<file path="config.mk">
export PLATFORM = sky130hd
export DESIGN_NAME = led_matrix_scroll_scanner_core
export DESIGN_NICKNAME = d
export VERILOG_FILES = /design/src/rtl/lmss_pkg.sv /design/src/rtl/lmss_glyph_ram.sv /design/src/rtl/lmss_scan_ctrl.sv /design/src/rtl/led_matrix_scroll_scanner_core.sv
export VERILOG_INCLUDE_DIRS = /design/src /design/src/rtl
export SDC_FILE = /design/constraint.sdc
export NUM_CORES = 2
export LEC_CHECK = 0
export BUFFER_PORTS_ARGS = -buffer_cell sky130_fd_sc_hd__buf_2
export CORE_UTILIZATION = 45
export DETAILED_ROUTE_END_ITERATION = 10
export REMOVE_ABC_BUFFERS = 1
export SLEW_MARGIN = 40
export SYNTH_ARGS = -nofsm -noshare
export SYNTH_HDL_FRONTEND = slang
export SYNTH_SLANG_ARGS = --single-unit
</file>
<file path="constraint.sdc">
create_clock -name clk_i -period 4.9 [get_ports clk_i]
set_input_delay 0.245 -clock clk_i [delete_from_list [all_inputs] [get_ports clk_i]]
set_output_delay 0.245 -clock clk_i [all_outputs]
set_load 0.02 [all_outputs]
</file>
<file path="src/rtl/assert_macros.svh">
// assertion macros shared by the scanner modules
`ifndef ASSERT_MACROS_SVH
`define ASSERT_MACROS_SVH

// property checked on every clock edge outside reset
`define LMSS_ASSERT(lbl, prop) \
  lbl: assert property (@(posedge clk_i) disable iff (!rst_ni) (prop)) \
    else $error("%m: assertion failed");

// consequent checked in the cycle after the antecedent
`define LMSS_ASSERT_NEXT(lbl, ante, cons) \
  lbl: assert property (@(posedge clk_i) disable iff (!rst_ni) (ante) |=> (cons)) \
    else $error("%m: assertion failed");

`endif

</file>
<file path="src/rtl/lmss_pkg.sv">
// shared constants, types and the glyph reset table of the matrix scanner
package lmss_pkg;

  localparam int unsigned GLYPH_SLOTS = 16;
  localparam int unsigned SLOT_W      = $clog2(GLYPH_SLOTS);
  localparam int unsigned STORE_DEPTH = GLYPH_SLOTS * 8;
  localparam int unsigned ADDR_W      = SLOT_W + 3;
  // slot numbers wide enough for index + 1 and for the slot count itself
  localparam int unsigned SLOT_CMP_W  = 7;
  localparam int unsigned CFG_IDX_W   = 8;

  localparam logic [15:0]           PERIOD_RESET = 16'd500;
  localparam logic [3:0]            COUNT_RESET  = 4'd11;
  localparam logic [SLOT_CMP_W-1:0] SLOT_LIMIT   = SLOT_CMP_W'(GLYPH_SLOTS);

  typedef logic [ADDR_W-1:0] store_addr_t;

  typedef enum logic {
    OP_TICK = 1'b0,
    OP_LOAD = 1'b1
  } op_e;

  typedef enum logic [CFG_IDX_W-1:0] {
    CFG_SCROLL_PERIOD = 8'd0,
    CFG_CHAR_COUNT    = 8'd1
  } cfg_reg_e;

  // position of the row to be drawn, as seen by the datapath
  typedef struct packed {
    logic [2:0] row;
    logic [3:0] idx;
    logic [2:0] off;
    logic       all_on;
  } tick_cmd_t;

  // row waiting for its glyph bytes
  typedef struct packed {
    logic       valid;
    logic [2:0] row;
    logic [2:0] off;
    logic       all_on;
    logic       in_a;
    logic       in_b;
  } stage_t;

  localparam logic [7:0] DIGIT_ROWS [0:3][0:7] = '{
    '{8'h40, 8'hC0, 8'h40, 8'h40, 8'h40, 8'h40, 8'hE0, 8'h06},
    '{8'h70, 8'h88, 8'h08, 8'h10, 8'h20, 8'h40, 8'hF8, 8'h06},
    '{8'hF8, 8'h10, 8'h20, 8'h10, 8'h08, 8'h88, 8'h70, 8'h06},
    '{8'h10, 8'h30, 8'h50, 8'h90, 8'hF8, 8'h10, 8'h10, 8'h06}
  };

  // content of a store entry that was never loaded
  function automatic logic [7:0] glyph_init(input store_addr_t addr);
    logic [SLOT_CMP_W-1:0] slot;
    logic [1:0]            digit;
    logic [7:0]            res;
    slot  = SLOT_CMP_W'(addr >> 3);
    digit = 2'(slot - SLOT_CMP_W'(1));
    res   = 8'h00;
    if (slot >= SLOT_CMP_W'(1) && slot <= SLOT_CMP_W'(4) && slot < SLOT_LIMIT) begin
      res = DIGIT_ROWS[digit][addr[2:0]];
    end
    return res;
  endfunction

endpackage

</file>
<file path="src/rtl/lmss_glyph_ram.sv">
// glyph store: one write port, two registered read ports, per-entry loaded bits
module lmss_glyph_ram (
  input  logic                 clk_i,
  input  logic                 rst_ni,
  input  logic                 wr_en_i,
  input  lmss_pkg::store_addr_t wr_addr_i,
  input  logic [7:0]           wr_data_i,
  input  logic                 rd_en_i,
  input  lmss_pkg::store_addr_t rd_addr_a_i,
  input  lmss_pkg::store_addr_t rd_addr_b_i,
  output logic [7:0]           rd_data_a_o,
  output logic [7:0]           rd_data_b_o
);
  import lmss_pkg::*;

  logic [7:0]             mem_q [STORE_DEPTH];
  logic [STORE_DEPTH-1:0] loaded_q;
  logic [7:0]             rd_a_q, rd_b_q;
  store_addr_t            ra_q, rb_q;
  logic                   ld_a_q, ld_b_q;

  always_ff @(posedge clk_i) begin
    if (wr_en_i) begin
      mem_q[wr_addr_i] <= wr_data_i;
    end
    if (rd_en_i) begin
      rd_a_q <= mem_q[rd_addr_a_i];
      rd_b_q <= mem_q[rd_addr_b_i];
      ra_q   <= rd_addr_a_i;
      rb_q   <= rd_addr_b_i;
    end
  end

  always_ff @(posedge clk_i or negedge rst_ni) begin
    if (!rst_ni) begin
      loaded_q <= '0;
      ld_a_q   <= 1'b0;
      ld_b_q   <= 1'b0;
    end else begin
      if (wr_en_i) begin
        loaded_q[wr_addr_i] <= 1'b1;
      end
      if (rd_en_i) begin
        ld_a_q <= loaded_q[rd_addr_a_i];
        ld_b_q <= loaded_q[rd_addr_b_i];
      end
    end
  end

  // entries never loaded show their power-up glyph
  assign rd_data_a_o = ld_a_q ? rd_a_q : glyph_init(ra_q);
  assign rd_data_b_o = ld_b_q ? rd_b_q : glyph_init(rb_q);

endmodule

</file>
<file path="src/rtl/lmss_scan_ctrl.sv">
// scroll timing, row counter and configuration registers
`include "assert_macros.svh"

module lmss_scan_ctrl (
  input  logic                                   clk_i,
  input  logic                                   rst_ni,
  input  logic                                   cfg_we_i,
  input  logic [lmss_pkg::CFG_IDX_W-1:0]         cfg_index_i,
  input  logic [15:0]                            cfg_data_i,
  input  logic                                   tick_i,
  output lmss_pkg::tick_cmd_t                    cmd_o
);
  import lmss_pkg::*;

  logic [15:0] period_q, period_d;
  logic [3:0]  char_count_q, char_count_d;
  logic [2:0]  scan_row_q, scan_row_d;
  logic [15:0] elapsed_q, elapsed_d;
  logic [2:0]  step_off_q, step_off_d;
  logic [3:0]  step_idx_q, step_idx_d;
  logic [2:0]  shown_off_q, shown_off_d;
  logic [3:0]  shown_idx_q, shown_idx_d;
  logic        all_on_q, all_on_d;

  logic        fire;
  logic [15:0] elapsed_base;
  logic [2:0]  off_inc;
  logic [4:0]  idx_inc;

  assign fire = (scan_row_q == 3'd0) && (elapsed_q >= period_q);

  always_comb begin
    cmd_o.row    = scan_row_q;
    cmd_o.idx    = fire ? step_idx_q : shown_idx_q;
    cmd_o.off    = fire ? step_off_q : shown_off_q;
    cmd_o.all_on = fire ? 1'b0 : all_on_q;
  end

  always_comb begin
    period_d     = period_q;
    char_count_d = char_count_q;
    if (cfg_we_i) begin
      unique case (cfg_index_i)
        CFG_SCROLL_PERIOD: period_d     = cfg_data_i;
        CFG_CHAR_COUNT:    char_count_d = cfg_data_i[3:0];
        default: ;
      endcase
    end
  end

  always_comb begin
    off_inc      = step_off_q + 3'd1;
    idx_inc      = {1'b0, step_idx_q} + 5'd1;
    elapsed_base = fire ? 16'd0 : elapsed_q;
    scan_row_d   = scan_row_q;
    elapsed_d    = elapsed_q;
    step_off_d   = step_off_q;
    step_idx_d   = step_idx_q;
    shown_off_d  = shown_off_q;
    shown_idx_d  = shown_idx_q;
    all_on_d     = all_on_q;
    if (tick_i) begin
      scan_row_d = scan_row_q + 3'd1;
      // counter saturates instead of wrapping
      elapsed_d  = (elapsed_base != 16'hFFFF) ? elapsed_base + 16'd1 : elapsed_base;
      if (fire) begin
        shown_off_d = step_off_q;
        shown_idx_d = step_idx_q;
        all_on_d    = 1'b0;
        step_off_d  = off_inc;
        if (off_inc == 3'd0) begin
          step_idx_d = (idx_inc > {1'b0, char_count_q}) ? 4'd0 : idx_inc[3:0];
        end
      end
    end
  end

  always_ff @(posedge clk_i or negedge rst_ni) begin
    if (!rst_ni) begin
      period_q     <= PERIOD_RESET;
      char_count_q <= COUNT_RESET;
      scan_row_q   <= 3'd0;
      elapsed_q    <= 16'd0;
      step_off_q   <= 3'd0;
      step_idx_q   <= 4'd0;
      shown_off_q  <= 3'd0;
      shown_idx_q  <= 4'd0;
      all_on_q     <= 1'b1;
    end else begin
      period_q     <= period_d;
      char_count_q <= char_count_d;
      scan_row_q   <= scan_row_d;
      elapsed_q    <= elapsed_d;
      step_off_q   <= step_off_d;
      step_idx_q   <= step_idx_d;
      shown_off_q  <= shown_off_d;
      shown_idx_q  <= shown_idx_d;
      all_on_q     <= all_on_d;
    end
  end

  `LMSS_ASSERT_NEXT(a_row_advances, tick_i, scan_row_q == 3'($past(scan_row_q) + 3'd1))
  `LMSS_ASSERT_NEXT(a_step_restarts, tick_i && fire, elapsed_q == 16'd1 && !all_on_q)
  `LMSS_ASSERT_NEXT(a_idle_holds, !tick_i, $stable(shown_idx_q) && $stable(step_idx_q))

endmodule

</file>
<file path="src/rtl/led_matrix_scroll_scanner_core.sv">
// top level of the scrolling 8x8 led matrix scanner
`include "assert_macros.svh"

// Each request on the slave stream is either a scan tick (tuser = 0), which
// produces one matrix row on the master stream, or a glyph store load
// (tuser = 1), which writes one bitmap byte and produces nothing. One
// request is taken per clock cycle unless a staged row waits on a stalled
// output. A tick is read as the two neighboring glyph bytes from the dual
// read port glyph store, then the shifted pixel byte is formed into the
// output register. The store needs no clearing pass: entries never loaded
// read as power-up glyphs, blank but for digits in slots 1 to 4. Configuration
// writes are taken in any cycle and are meant for times with no row in flight.
module led_matrix_scroll_scanner_core (
  input  logic                           clk_i,
  input  logic                           rst_ni,
  input  logic                           s_axis_tvalid,
  output logic                           s_axis_tready,
  // [3:0] glyph_slot, [6:4] glyph_row, [14:7] glyph_bits, [15] zero
  input  logic [15:0]                    s_axis_tdata,
  // [0] op
  input  logic                           s_axis_tuser,
  output logic                           m_axis_tvalid,
  input  logic                           m_axis_tready,
  // [7:0] row_select, [15:8] row_pixels
  output logic [15:0]                    m_axis_tdata,
  output logic                           m_axis_tlast,
  input  logic                           cfg_valid_i,
  output logic                           cfg_ready_o,
  input  logic [lmss_pkg::CFG_IDX_W-1:0] cfg_index_i,
  input  logic [15:0]                    cfg_data_i
);
  import lmss_pkg::*;

  logic        advance, in_acc, tick_acc, load_acc;
  logic        wr_en;
  tick_cmd_t   cmd;
  stage_t      st_q, st_d;
  logic [SLOT_CMP_W-1:0] slot_a, slot_b, wr_slot;
  store_addr_t rd_addr_a, rd_addr_b, wr_addr;
  logic [7:0]  byte_a, byte_b;
  logic [15:0] window;
  logic [7:0]  pixels;

  logic        out_valid_q;
  logic [15:0] out_data_q;
  logic        out_last_q;

  assign advance       = !out_valid_q || m_axis_tready;
  assign s_axis_tready = !st_q.valid || advance;
  assign in_acc        = s_axis_tvalid && s_axis_tready;
  assign tick_acc      = in_acc && (op_e'(s_axis_tuser) == OP_TICK);
  assign load_acc      = in_acc && (op_e'(s_axis_tuser) == OP_LOAD);
  assign cfg_ready_o   = 1'b1;

  lmss_scan_ctrl u_ctrl (
    .clk_i       (clk_i),
    .rst_ni      (rst_ni),
    .cfg_we_i    (cfg_valid_i),
    .cfg_index_i (cfg_index_i),
    .cfg_data_i  (cfg_data_i),
    .tick_i      (tick_acc),
    .cmd_o       (cmd)
  );

  // glyph pair for the row, slot past the end reads blank
  assign slot_a    = SLOT_CMP_W'(cmd.idx);
  assign slot_b    = slot_a + SLOT_CMP_W'(1);
  assign rd_addr_a = {slot_a[SLOT_W-1:0], cmd.row};
  assign rd_addr_b = {slot_b[SLOT_W-1:0], cmd.row};

  assign wr_slot = SLOT_CMP_W'(s_axis_tdata[3:0]);
  assign wr_addr = {wr_slot[SLOT_W-1:0], s_axis_tdata[6:4]};
  assign wr_en   = load_acc && (wr_slot < SLOT_LIMIT);

  lmss_glyph_ram u_ram (
    .clk_i       (clk_i),
    .rst_ni      (rst_ni),
    .wr_en_i     (wr_en),
    .wr_addr_i   (wr_addr),
    .wr_data_i   (s_axis_tdata[14:7]),
    .rd_en_i     (tick_acc),
    .rd_addr_a_i (rd_addr_a),
    .rd_addr_b_i (rd_addr_b),
    .rd_data_a_o (byte_a),
    .rd_data_b_o (byte_b)
  );

  always_comb begin
    st_d = st_q;
    if (tick_acc) begin
      st_d.valid  = 1'b1;
      st_d.row    = cmd.row;
      st_d.off    = cmd.off;
      st_d.all_on = cmd.all_on;
      st_d.in_a   = slot_a < SLOT_LIMIT;
      st_d.in_b   = slot_b < SLOT_LIMIT;
    end else if (advance) begin
      st_d.valid  = 1'b0;
    end
  end

  always_ff @(posedge clk_i or negedge rst_ni) begin
    if (!rst_ni) begin
      st_q <= '0;
    end else begin
      st_q <= st_d;
    end
  end

  // right shift of the glyph pair keeps both halves of the window
  assign window = {st_q.in_b ? byte_b : 8'h00, st_q.in_a ? byte_a : 8'h00} >> st_q.off;
  assign pixels = st_q.all_on ? 8'hFF : window[7:0];

  always_ff @(posedge clk_i or negedge rst_ni) begin
    if (!rst_ni) begin
      out_valid_q <= 1'b0;
    end else if (advance) begin
      out_valid_q <= st_q.valid;
    end
  end

  always_ff @(posedge clk_i) begin
    if (advance && st_q.valid) begin
      out_data_q <= {pixels, ~(8'd1 << st_q.row)};
      out_last_q <= (st_q.row == 3'd7);
    end
  end

  assign m_axis_tvalid = out_valid_q;
  assign m_axis_tdata  = out_data_q;
  assign m_axis_tlast  = out_last_q;

  `LMSS_ASSERT(a_stall_blocks, (out_valid_q && !m_axis_tready && st_q.valid) |-> !s_axis_tready)
  `LMSS_ASSERT_NEXT(a_tick_staged, tick_acc, st_q.valid)
  `LMSS_ASSERT_NEXT(a_load_silent, load_acc && !st_q.valid && advance, !st_q.valid)

endmodule
</file>
==> impl_metrics.toml <==
[floorplan]
io_pins = 66
core_um2 = 114700
initial_utilization = 0.4555
std_cell_rows = 124
die_y_um = 342.7
fp.dieArea_um2 = 117400
die_x_um = 342.7

[clock_tree]
clk_path_buf_depth = 3
hold_buffers = 33
clk_pin_slew_ns = 0.06
cts_root_buf = "clkbuf_16"
cts_buffers = 136
cts_setup_buffers = 0
clock_latency_ns = 0.76
tritoncts = "built"
htreeDepth = 4
cts_resized = 0
cts_sinks = 1259

[synth]
synth_edf_count = 1067
ys_seq_area_frac = 0.7057
postSynthAreaPerCell_um2 = 18.23
synth-seq-cells = 1259
synth_cells = 2865
yosysMostFrequentCell = "edfxtp_1"
netlist.area_leader.share = 0.6135
yosysWarnings = 0
synth.area.top_cells = "edfxtp_1, mux4_2, dfrtp_1"
synth_area_leader_cell = "edfxtp_1"
syn_area_um2 = 52230
async_reset_ff_frac = 0.1525
synth_flop_cell = "edfxtp_1"
ys_types = 82
synth_common_cells = "edfxtp_1, mux4_2, mux2i_1"

[cells_and_area]
drive_gt1_frac = 0.2950
regArea_um2 = 36870
nets = 3092
stdcell_area_um2 = 59700
multiInputGateArea_um2 = 14890
area_growth_syn_to_layout_pct = 14.30
fillers = 8992

[timing]
fin_setup_tns_ns = 0
finalSetupViolCount = 0
layout_worst_path_cycle_share = 0.8755
finalHoldViolCount = 6
fin_crit_ns = 4.290
worst_slack_ns = 0.6103
rsz0062_at_grt = "no"
fmax_mhz = 233.1
drv_slew = 0
tightest_slew_ns = 0.8878
relSlewSlack = 0.4063
whs_ns = -0.008114
finClkSkew_ns = 0.02817

[status]
violations = "DRC, hold timing"
status = "finished with violations"

[placement]
pre_cts_ws_ns = 0.5677
hpwl_um = 78480
port_buffers = 63
gp_congestion = 0.8904
placed_cell_area_um2 = 54460

[detailed_routing]
final_antenna_net_count = 0
num_vias = 27010
drc = 22
drtIter0Drc = 2314
finalWirelength_um = 127200
via_per_inst = 5.826
drt_pass1_iterations = 11
post_drt_wl_per_cell_um = 27.43

[power_and_ir_drop]
power_uw = 30400
ir_drop_uv = 452.1
power.density_nw_per_um2 = 509.3
leakage_uw = 0.02078

[job]
cap_violations = 0

[global_route]
grt_pass1_wl_um = 188100
grt_overflow = 0
grt_use_total = 0.2207
antenna_found_initial = 2
grt_max_degree = 131
grt_pass1_vias = 27760

[setup_path]
startpoint_type = "flip-flop"
crit_required_ns = 5.38
cp-end-kind = "flip-flop"
critPathArrivalTime_ns = 4.77
setup.worst_path.class = "flip-flop to flip-flop"
crit_fanout = 14

[min_path]
hold_path_class = "primary input to flip-flop"
where the power goes:
part | internal (uW) | total, uW | switching (uW)
clock network | 5980 | 10300 | 4310
registers | 11900 | 12100 | 237
logic | 3450 | 7970 | 4520
total | 21300 | 30400 | 9070
layout make-up:
cell class	instances	share of cell area
Tap cell	1512	0.03169
Antenna cell	2	0.00008383
Sequential cell	1259	0.6176
Inverter	43	0.002871
Clock buffer	191	0.06281
Clock inverter	62	0.01369
Multi-Input combinational cell	1415	0.2494
Timing Repair Buffer	152	0.02192
kinds of logic (layout without fill, tap and decap cells):
kind of cell    after synthesis  count (layout)  share of synthesized area
flops                      1259            1259                     0.7057
mux                         593             593                     0.1877
simple gates                568             568                    0.05249
compound gates              196             196                    0.02568
buf+inv                     191             448                    0.01552
fa+ha+maj                    39              39                   0.009343
xor+xnor                     18              18                   0.003522
other cells                   1               3                 0.00007180
registers in the layout, summed over array words and instances, names as in the netlist, 4 cells and up:
name                 count
u_ctrl.period_q         16
u_ram.mem_q           1024
st_q                     7
u_ctrl.shown_idx_q       4
u_ram.ra_q               4
u_ram.rb_q               7
m_axis_tdata            16
u_ctrl.step_idx_q        4
u_ctrl.elapsed_q        16
u_ram.rd_b_q             7
u_ram.rd_a_q             8
u_ctrl.char_count_q      4
u_ram.loaded_q         128
per-layer routing:
metal	track usage	vias up	wire length, um
met5	0	-	0
met2	0.3590	864	62560
met1	0.3085	14350	54890
li1	-	11640	-
met3	0.03469	159	7071
met4	0.06538	0	2662
metrics by stage:
step                        util  instances  hold slack, ns
final                     0.5207       4636       -0.008114
after global placement    0.4736       4340          0.3127
after CTS                 0.5177       4627        0.002658
after global routing      0.5207       4634        0.006895
after floorplan                -       2717        -0.05059
after detailed placement  0.4750       4341          0.3407
placed cells by master, fill, tap and decap left out, types with 7 or more instances in the layout:
master         instances
nand4_1                7
clkinv_1              12
nand3b_1               8
dfstp_2               10
xnor2_1                8
buf_12                 9
mux2_2                20
clkbuf_8              14
mux4_2               305
bufinv_16             10
or2_2                129
dlygate4sd3_1         35
xor2_1                 8
nand2b_1              12
inv_1                 38
nand3_1               25
nor2b_1                9
nor2_1                63
a21oi_1               39
buf_2                 54
clkbuf_16            136
o21ai_0               51
mux2i_1              265
nand2_1              167
a32oi_1               16
nor2_2               102
clkinv_2              15
clkbuf_1              41
dfrtp_1              178
a31oi_1               21
ha_1                  39
inv_6                  7
buf_4                 45
edfxtp_1            1067
worst max-delay path, stage by stage (launching register included):
cell and delay [ns]:
dfrtp_1 0.42, ha_1 0.33, a21oi_1 0.13, o21ai_1 0.11
or3_4 0.44, o31ai_4 0.46, mux2i_4 0.62, inv_6 0.17
xnor2_4 0.41, buf_4 0.31, nand2_1 0.11, a21oi_1 0.38
a31oi_1 0.08
path summary, 6_finish.rpt:
path | startpoint | to | slack [ns] | cells past startpoint
min in group asynchronous | rst_ni | u_ram.loaded_q[56]$_DFFE_PN0P_ | 0.48 | 3
max | u_ctrl.elapsed_q[13]$_DFFE_PN0P_ | u_ram.rd_b_q[6]$_DFFE_PP_ | 0.61 | 12
min reg2reg | u_ram.loaded_q[57]$_DFFE_PN0P_ | u_ram.loaded_q[57]$_DFFE_PN0P_ | 0.46 | 1
max reg2reg | u_ctrl.elapsed_q[13]$_DFFE_PN0P_ | u_ram.rd_b_q[6]$_DFFE_PP_ | 0.61 | 12
min | s_axis_tdata[9] | u_ram.mem_q[75][2]$_DFFE_PP_ | -0.008 | 1
max in group asynchronous | rst_ni | u_ram.loaded_q[66]$_DFFE_PN0P_ | 3.44 | 4
No activity file was read; power rests on OpenSTA's default activity.
